`src/rtl/spq_pkg.sv`:
```
`default_nettype none
package spq_pkg;

  localparam int unsigned DATA_BITS   = 32;
  localparam int unsigned IN_PRIO_W   = 16;
  localparam int unsigned COUNT_OUT_W = 5;
  localparam int unsigned IN_TDATA_W  = 48;
  localparam int unsigned OUT_TDATA_W = 56;

  typedef enum logic {
    OP_ENQ = 1'b0,
    OP_DEQ = 1'b1
  } spq_op_e;

  typedef enum logic [1:0] {
    ST_DONE  = 2'd0,
    ST_FULL  = 2'd1,
    ST_EMPTY = 2'd2
  } spq_status_e;

  typedef struct packed {
    logic enq;
    logic deq;
  } spq_ctrl_t;

endpackage
`default_nettype wire

```
`src/rtl/spq_cell.sv`:
```
`default_nettype none
module spq_cell
  import spq_pkg::*;
#(
  parameter int unsigned PRIO_BITS = 16
) (
  input  wire logic                 clk_i,
  input  wire spq_ctrl_t            ctrl_i,
  input  wire logic [DATA_BITS-1:0] new_data_i,
  input  wire logic [PRIO_BITS-1:0] new_prio_i,
  input  wire logic                 prev_keep_i,
  input  wire logic [DATA_BITS-1:0] prev_data_i,
  input  wire logic [PRIO_BITS-1:0] prev_prio_i,
  input  wire logic [DATA_BITS-1:0] next_data_i,
  input  wire logic [PRIO_BITS-1:0] next_prio_i,
  input  wire logic                 valid_i,
  output logic                      keep_o,
  output logic [DATA_BITS-1:0]      data_o,
  output logic [PRIO_BITS-1:0]      prio_o
);

  logic [DATA_BITS-1:0] data_q, data_d;
  logic [PRIO_BITS-1:0] prio_q, prio_d;

  // held entry strictly ahead of the new one stays put
  assign keep_o = valid_i && (prio_q < new_prio_i);

  always_comb begin
    data_d = data_q;
    prio_d = prio_q;
    if (ctrl_i.enq && !keep_o) begin
      if (prev_keep_i) begin
        data_d = new_data_i;
        prio_d = new_prio_i;
      end else begin
        data_d = prev_data_i;
        prio_d = prev_prio_i;
      end
    end else if (ctrl_i.deq) begin
      data_d = next_data_i;
      prio_d = next_prio_i;
    end
  end

  always_ff @(posedge clk_i) begin
    data_q <= data_d;
    prio_q <= prio_d;
  end

  assign data_o = data_q;
  assign prio_o = prio_q;

endmodule
`default_nettype wire

```
`src/rtl/sorted_priority_queue_core.sv`:
```
// The result is registered and presented in the cycle after the request is accepted.
// Throughput: one request per cycle while the result output is not stalled; every cell compares and shifts in parallel.
// A request is taken while the previous result is being taken downstream.
// Reset: asynchronous active low, clears entry count and result valid;
// cell contents are not reset and no clearing pass is needed.
`default_nettype none
module sorted_priority_queue_core
  import spq_pkg::*;
#(
  parameter int unsigned DEPTH     = 16,
  parameter int unsigned PRIO_BITS = 16
) (
  input  wire logic                   clk_i,
  input  wire logic                   rst_ni,
  input  wire logic                   s_axis_tvalid_i,
  output logic                        s_axis_tready_o,
  // [31:0] item_data, [47:32] item_priority
  input  wire logic [IN_TDATA_W-1:0]  s_axis_tdata_i,
  // [0] opcode
  input  wire logic                   s_axis_tuser_i,
  output logic                        m_axis_tvalid_o,
  input  wire logic                   m_axis_tready_i,
  // [31:0] out_data, [47:32] out_priority, [52:48] entry_count, [55:53] zero
  output logic [OUT_TDATA_W-1:0]      m_axis_tdata_o,
  // [1:0] status
  output logic [1:0]                  m_axis_tuser_o
);

  localparam int unsigned CW = $clog2(DEPTH + 1);

  logic                 accept;
  logic                 enq_ok, deq_ok;
  spq_op_e              op;
  spq_ctrl_t            ctrl;
  logic [DATA_BITS-1:0] in_data;
  logic [PRIO_BITS-1:0] in_prio;
  logic [CW-1:0]        count_q, count_d;
  logic                 full, empty;

  logic [DATA_BITS-1:0] cell_data [DEPTH];
  logic [PRIO_BITS-1:0] cell_prio [DEPTH];
  logic                 cell_keep [DEPTH];

  logic                   out_valid_q;
  logic [DATA_BITS-1:0]   out_data_q, out_data_d;
  logic [IN_PRIO_W-1:0]   out_prio_q, out_prio_d;
  logic [COUNT_OUT_W-1:0] out_count_q;
  spq_status_e            out_status_q, out_status_d;

  assign s_axis_tready_o = !out_valid_q || m_axis_tready_i;
  assign accept          = s_axis_tvalid_i && s_axis_tready_o;
  assign op              = spq_op_e'(s_axis_tuser_i);
  assign in_data         = s_axis_tdata_i[DATA_BITS-1:0];
  assign in_prio         = PRIO_BITS'(s_axis_tdata_i[IN_TDATA_W-1:DATA_BITS]);

  assign full   = (count_q == CW'(DEPTH));
  assign empty  = (count_q == '0);
  assign enq_ok = accept && (op == OP_ENQ) && !full;
  assign deq_ok = accept && (op == OP_DEQ) && !empty;
  assign ctrl   = '{enq: enq_ok, deq: deq_ok};

  always_comb begin
    count_d = count_q;
    if (enq_ok) begin
      count_d = count_q + CW'(1);
    end else if (deq_ok) begin
      count_d = count_q - CW'(1);
    end
  end

  for (genvar i = 0; i < DEPTH; i++) begin : g_cell
    logic                 prev_keep;
    logic [DATA_BITS-1:0] prev_data, next_data;
    logic [PRIO_BITS-1:0] prev_prio, next_prio;
    logic                 valid;

    assign valid = (CW'(i) < count_q);

    if (i == 0) begin : g_head
      assign prev_keep = 1'b1;
      assign prev_data = in_data;
      assign prev_prio = in_prio;
    end else begin : g_body
      assign prev_keep = cell_keep[i-1];
      assign prev_data = cell_data[i-1];
      assign prev_prio = cell_prio[i-1];
    end

    if (i == DEPTH - 1) begin : g_tail
      assign next_data = cell_data[i];
      assign next_prio = cell_prio[i];
    end else begin : g_link
      assign next_data = cell_data[i+1];
      assign next_prio = cell_prio[i+1];
    end

    spq_cell #(
      .PRIO_BITS(PRIO_BITS)
    ) u_cell (
      .clk_i      (clk_i),
      .ctrl_i     (ctrl),
      .new_data_i (in_data),
      .new_prio_i (in_prio),
      .prev_keep_i(prev_keep),
      .prev_data_i(prev_data),
      .prev_prio_i(prev_prio),
      .next_data_i(next_data),
      .next_prio_i(next_prio),
      .valid_i    (valid),
      .keep_o     (cell_keep[i]),
      .data_o     (cell_data[i]),
      .prio_o     (cell_prio[i])
    );
  end

  always_comb begin
    out_status_d = ST_DONE;
    out_data_d   = '0;
    out_prio_d   = '0;
    priority if (op == OP_ENQ && full) begin
      out_status_d = ST_FULL;
    end else if (op == OP_DEQ && empty) begin
      out_status_d = ST_EMPTY;
    end else if (op == OP_DEQ) begin
      out_data_d = cell_data[0];
      out_prio_d = IN_PRIO_W'(cell_prio[0]);
    end
  end

  always_ff @(posedge clk_i or negedge rst_ni) begin
    if (!rst_ni) begin
      count_q     <= '0;
      out_valid_q <= 1'b0;
    end else begin
      count_q <= count_d;
      if (accept) begin
        out_valid_q <= 1'b1;
      end else if (m_axis_tready_i) begin
        out_valid_q <= 1'b0;
      end
    end
  end

  always_ff @(posedge clk_i) begin
    if (accept) begin
      out_status_q <= out_status_d;
      out_data_q   <= out_data_d;
      out_prio_q   <= out_prio_d;
      out_count_q  <= COUNT_OUT_W'(count_d);
    end
  end

  assign m_axis_tvalid_o = out_valid_q;
  assign m_axis_tuser_o  = out_status_q;
  assign m_axis_tdata_o  = {3'b000, out_count_q, out_prio_q, out_data_q};

endmodule
`default_nettype wire
```
`config.mk`:
```
export PLATFORM = sky130hd
export DESIGN_NAME = sorted_priority_queue_core
export DESIGN_NICKNAME = d
export VERILOG_FILES = /design/src/rtl/spq_pkg.sv /design/src/rtl/spq_cell.sv /design/src/rtl/sorted_priority_queue_core.sv
export SDC_FILE = /design/constraint.sdc
export NUM_CORES = 2
export LEC_CHECK = 0
export BUFFER_PORTS_ARGS = -buffer_cell sky130_fd_sc_hd__buf_4
export CAP_MARGIN = 25
export CORE_ASPECT_RATIO = 0.8
export CORE_MARGIN = 3
export CORE_UTILIZATION = 30
export DETAILED_ROUTE_END_ITERATION = 12
export SYNTH_ARGS = -nofsm -noshare
export SYNTH_HDL_FRONTEND = slang
export SYNTH_HIERARCHICAL = 1
export SYNTH_SLANG_ARGS = --single-unit
```
`constraint.sdc`:
```
create_clock -name clk_i -period 4.9 [get_ports clk_i]
set_input_delay 0.98 -clock clk_i [delete_from_list [all_inputs] [get_ports clk_i]]
set_output_delay 0.98 -clock clk_i [all_outputs]
set_load 0.02 [all_outputs]
```
# Word-level counts from Yosys, hierarchy flattened
# Cells that the tools add are included.
# totals
ff_bits	829
input_bits	53
output_inout_bits	60
wordCells	246
# classes
n_addsub	2
order_cmp	32
eq_ne	1
n_mux	95
n_bitwise	1
reduce_logical	77
# ops
operator	n
$mux W32	45
$mux W16	45
$lt A16 B16 Y1	16
$lt A4 B5 Y1 const A	8
$logic_and A1 B1 Y1	39
$reduce_bool A2 Y1	16
$lt A3 B5 Y1 const A	4
$logic_not A1 Y1	19
$lt A1 B5 Y1 const A	2
$lt A2 B5 Y1 const A	2
$mux W5	2
$add A5 B1 Y5 const B	1
$eq A5 B5 Y1 const B	1
$logic_not A5 Y1	1
$sub A5 B1 Y5 const B	1
$reduce_or A3 Y1	1
$mux W1	2
$mux W2	1
$logic_or A1 B1 Y1	1
$not A1 Y1	1

# Logic depth before layout (Yosys ltp)
# depth
word_depth	7
mapped_depth	13
depth_no_buf	10

# Modules after synthesis
# Netlist, hierarchy kept.
# by_module_without_submodules
mod	n_inst	cells_each	area_each_um2	seq_area_each_um2
spq_cell at g_cell[0].u_cell ...	11	214	3026.7	1441.4
spq_cell at g_cell[5].u_cell ...	5	212	3011.6	1441.4
sorted_priority_queue_core	1	181	2580.0	1801.7

# Least setup slack after synthesis
# OpenSTA, ideal clock, no wires.
# synth_path
path_type	input-to-reg
from	input port m_axis_tready_i
to	register g_cell[0].u_cell.data_q[0] (enable)
setup_ps	408
t_arrival_ps	3622
required_time_ps	4492
path_slack_ps	869
path_stages	7
path_buffers	2
cell_sequence	and2b_1 > nor4b_4 > inv_1 > a31oi_2 > buf_6 > buf_6 > or2_1
# synth_via
elab_chain_cells	6
word_cells_on_any_way	8
classes_between	reduce/logical: 8
# synth_lines
item	line_no	rtl
start: declaration	sorted_priority_queue_core.sv:22	input wire logic m_axis_tready_i,
$logic_or A1 B1 Y1	sorted_priority_queue_core.sv:50	assign s_axis_tready_o = !out_valid_q || m_axis_tready_i;
$logic_and A1 B1 Y1	sorted_priority_queue_core.sv:51	assign accept = s_axis_tvalid_i && s_axis_tready_o;
$logic_and A1 B1 Y1 (2 in series)	sorted_priority_queue_core.sv:58	assign enq_ok = accept && (op == OP_ENQ) && !full;
net enq_ok	sorted_priority_queue_core.sv:32	logic enq_ok, deq_ok;
$logic_and A1 B1 Y1	spq_cell.sv:31	if (ctrl_i.enq && !keep_o) begin
$reduce_bool A2 Y1 (no source line)	n/a	
end signal: assignment	spq_cell.sv:46	data_q <= data_d;
end: declaration	spq_cell.sv:22	logic [DATA_BITS-1:0] data_q, data_d;
# The timed path passes the listed nets, and every way through them passes these cells.
# A chain may end at the register's enable or synchronous reset.

==> flow_summary.toml <==
[global_routing]
grtUsageMet3_pct = 1.68
antenna_found_initial = 8
met1_usage_pct = 20.1
met2_usage_pct = 20.0
grtUsageTotal_pct = 13.3
grt-ovfl-total = 0
grt_pass1_vias = 29600
grt-busiest-layer = "met1"
grt_first_pass_wirelength_um = 185000
grt_max_degree = 56

[worst_setup_path]
crit_buf_inv = 3
slowest_delay_ps = 500
cp_cell_sequence = "inv_1 > ha_1 > o21ai_0 > buf_4 > nor2b_1 > o21ai_0 > nor3_1 > and3_2 > buf_12 > mux2_2 > mux2_2"
crit_type = "reg2reg"
rr_startpoint = "count_q[1]"
worstPathRequired_ps = 5350
slowest_stage = "dfrtp_1"
cp-end-kind = "flip-flop"
cp_top_family = "simple AND/OR/NAND/NOR gates"
setup.worst_path.start = "count_q[1]"
cp.arrival_ps = 4110
startpoint_type = "flip-flop"
critPathMaxFanout = 38

[timing]
period_share_pct = 74.6
hold_viol = 0
setup_viol = 0
fmax_mhz = 274
timing.setup.tns_ps = 0
tightest_slew_ps = 797
slew_headroom_pct = 46.9
final.setup_skew_ps = 29.5
drv_slew = 0
post-route-min-period_ps = 3650
rsz0062_at_grt = "false"
worst_hold_slack_ps = 87.1

[placement]
hpwlAfterDp_um = 86800
globalplace.congestion = 0.778
portBuffers = 109
place_inst = 5869

[clock_network]
cts_tree = "yes"
cts_resized = 0
cts_hold_buf = 0
cts.path.max_buffers = 3
h-tree-depth = 3
clockRootBuffer = "clkbuf_16"
cts_setup_buffers = 0
numCtsBuffers = 99
clock_latency_ps = 700
clock_sinks = 829
cts.clk_slew.worst_paths_ps = 60

[min_path]
hp-class = "in2async"

[power_and_ir_drop]
p_int_mw = 18.9
swShare_pct = 29.9
ir_drop_mv = 0.293
clockPowerShare_pct = 26.7
seqPwrFrac_pct = 39.2
p_sw_mw = 8.03
p_comb_share_pct = 34.1
leakage_nw = 20.9
power_density_nw_per_um2 = 464
power.total_mw = 26.9

[floorplan]
die_area_um2 = 175000
die_w_um = 467
rows = 134
die_h_um = 375
boundaryPins = 113
coreArea_um2 = 168000
initial_utilization_pct = 30.4

[logic_synthesis]
avgSynthCellArea_um2 = 14.2
syn-cell-area_um2 = 50900
ys_warn_count = 6
syn_inst = 3594

[detailed_routing]
via_per_inst = 4.76
vias = 28800
routed_wl_um = 120000
drc = 0
drtAntennaViolNets = 0
routedWlPerCell_um = 19.8
first_pass_iters = 5
drt_iter0_drc = 1623

[finish]
nNetsFinal = 4023
post-route-util_pct = 34.6
seq_area_um2 = 24900
drive_gt1_share_pct = 50.9
fillers = 16200
stdcell_count = 6054
syn2layout_area_growth_pct = 13.8
multi_input_area_um2 = 24200

[run]
cap_violations = 0

[status]
outcome = "complete, no violations"
==> through the flow <==
| step | cell area [µm²] | setup slack (ps) |
|---|---|---|
| after floorplan | 50900 | 869 |
| after global placement | 54800 | 747 |
| after detailed placement | 54800 | 680 |
| after CTS | 58000 | 1330 |
| after global routing | 58000 | 1100 |
| final | 58000 | 1250 |
==> flip-flops by register name, summed over array words and instances (netlist names) <==
name and count:
count_q 5, g_cell.u_cell/data_o 512, g_cell.u_cell/prio_o 256, m_axis_tuser_o 2, m_axis_tvalid_o 1, out_count_q 5, out_data_q 32, out_prio_q 16
==> cells in the final DEF, fill, tap and decap left out, types with 29 or more instances in the layout <==
cell type / instances
a21oi_1: 80
and2_1: 53
buf_12: 32
buf_4: 167
clkbuf_16: 100
edfxtp_1: 823
ha_1: 244
inv_1: 273
mux2_2: 1392
mux2_4: 144
nand2_1: 88
nand4_1: 38
nor3_1: 29
o21ai_0: 53
==> cell type report <==
class / count / share of cell area, %
clock inverter: 47 / 0.818
tap: 2244 / 4.84
antenna: 7 / 0.0302
timing repair buffer: 199 / 3.27
multi-input combinational: 2324 / 41.8
sequential: 829 / 42.9
inverter: 273 / 1.77
clock buffer: 131 / 4.59
==> power groups by stage <==
stage	Combinational, mW	Clock (mW)	Sequential, mW
CTS	9.24	7.41	10.5
floorplan	7.14	0	10.3
finish	9.17	7.18	10.5
detailed placement	9.23	0	10.7
global route	9.92	7.65	10.7
global placement	9.03	0	10.7
==> worst reg2reg max path, cell delays in order (launching register included) <==
cell and delay (ps):
dfrtp_1 500, inv_1 190, ha_1 230, o21ai_0 230, buf_4 210, nor2b_1 160
o21ai_0 90, nor3_1 360, and3_2 480, buf_12 290, mux2_2 440, mux2_2 260
==> worst paths after layout <==
check	slack [ps]	cells after the start	end
max	1250	11	g_cell[2].u_cell/data_o[18]
min	90	1	count_q[2]
max reg2reg	1250	11	g_cell[2].u_cell/data_o[18]
min reg2reg	550	1	out_data_q[20]
max in group asynchronous	4690	1	count_q[3]
min in group clk_i	520	2	m_axis_tvalid_o
==> metal layers <==
| layer | vias to the layer above | share of wire (%) |
|---|---|---|
| li1 | 13900 | - |
| met1 | 14400 | 52 |
| met2 | 429 | 43 |
| met3 | 134 | 3.5 |
| met4 | 2 | 1.8 |
| met5 | - | 0.011 |
No activity file was read; power rests on OpenSTA's default activity.
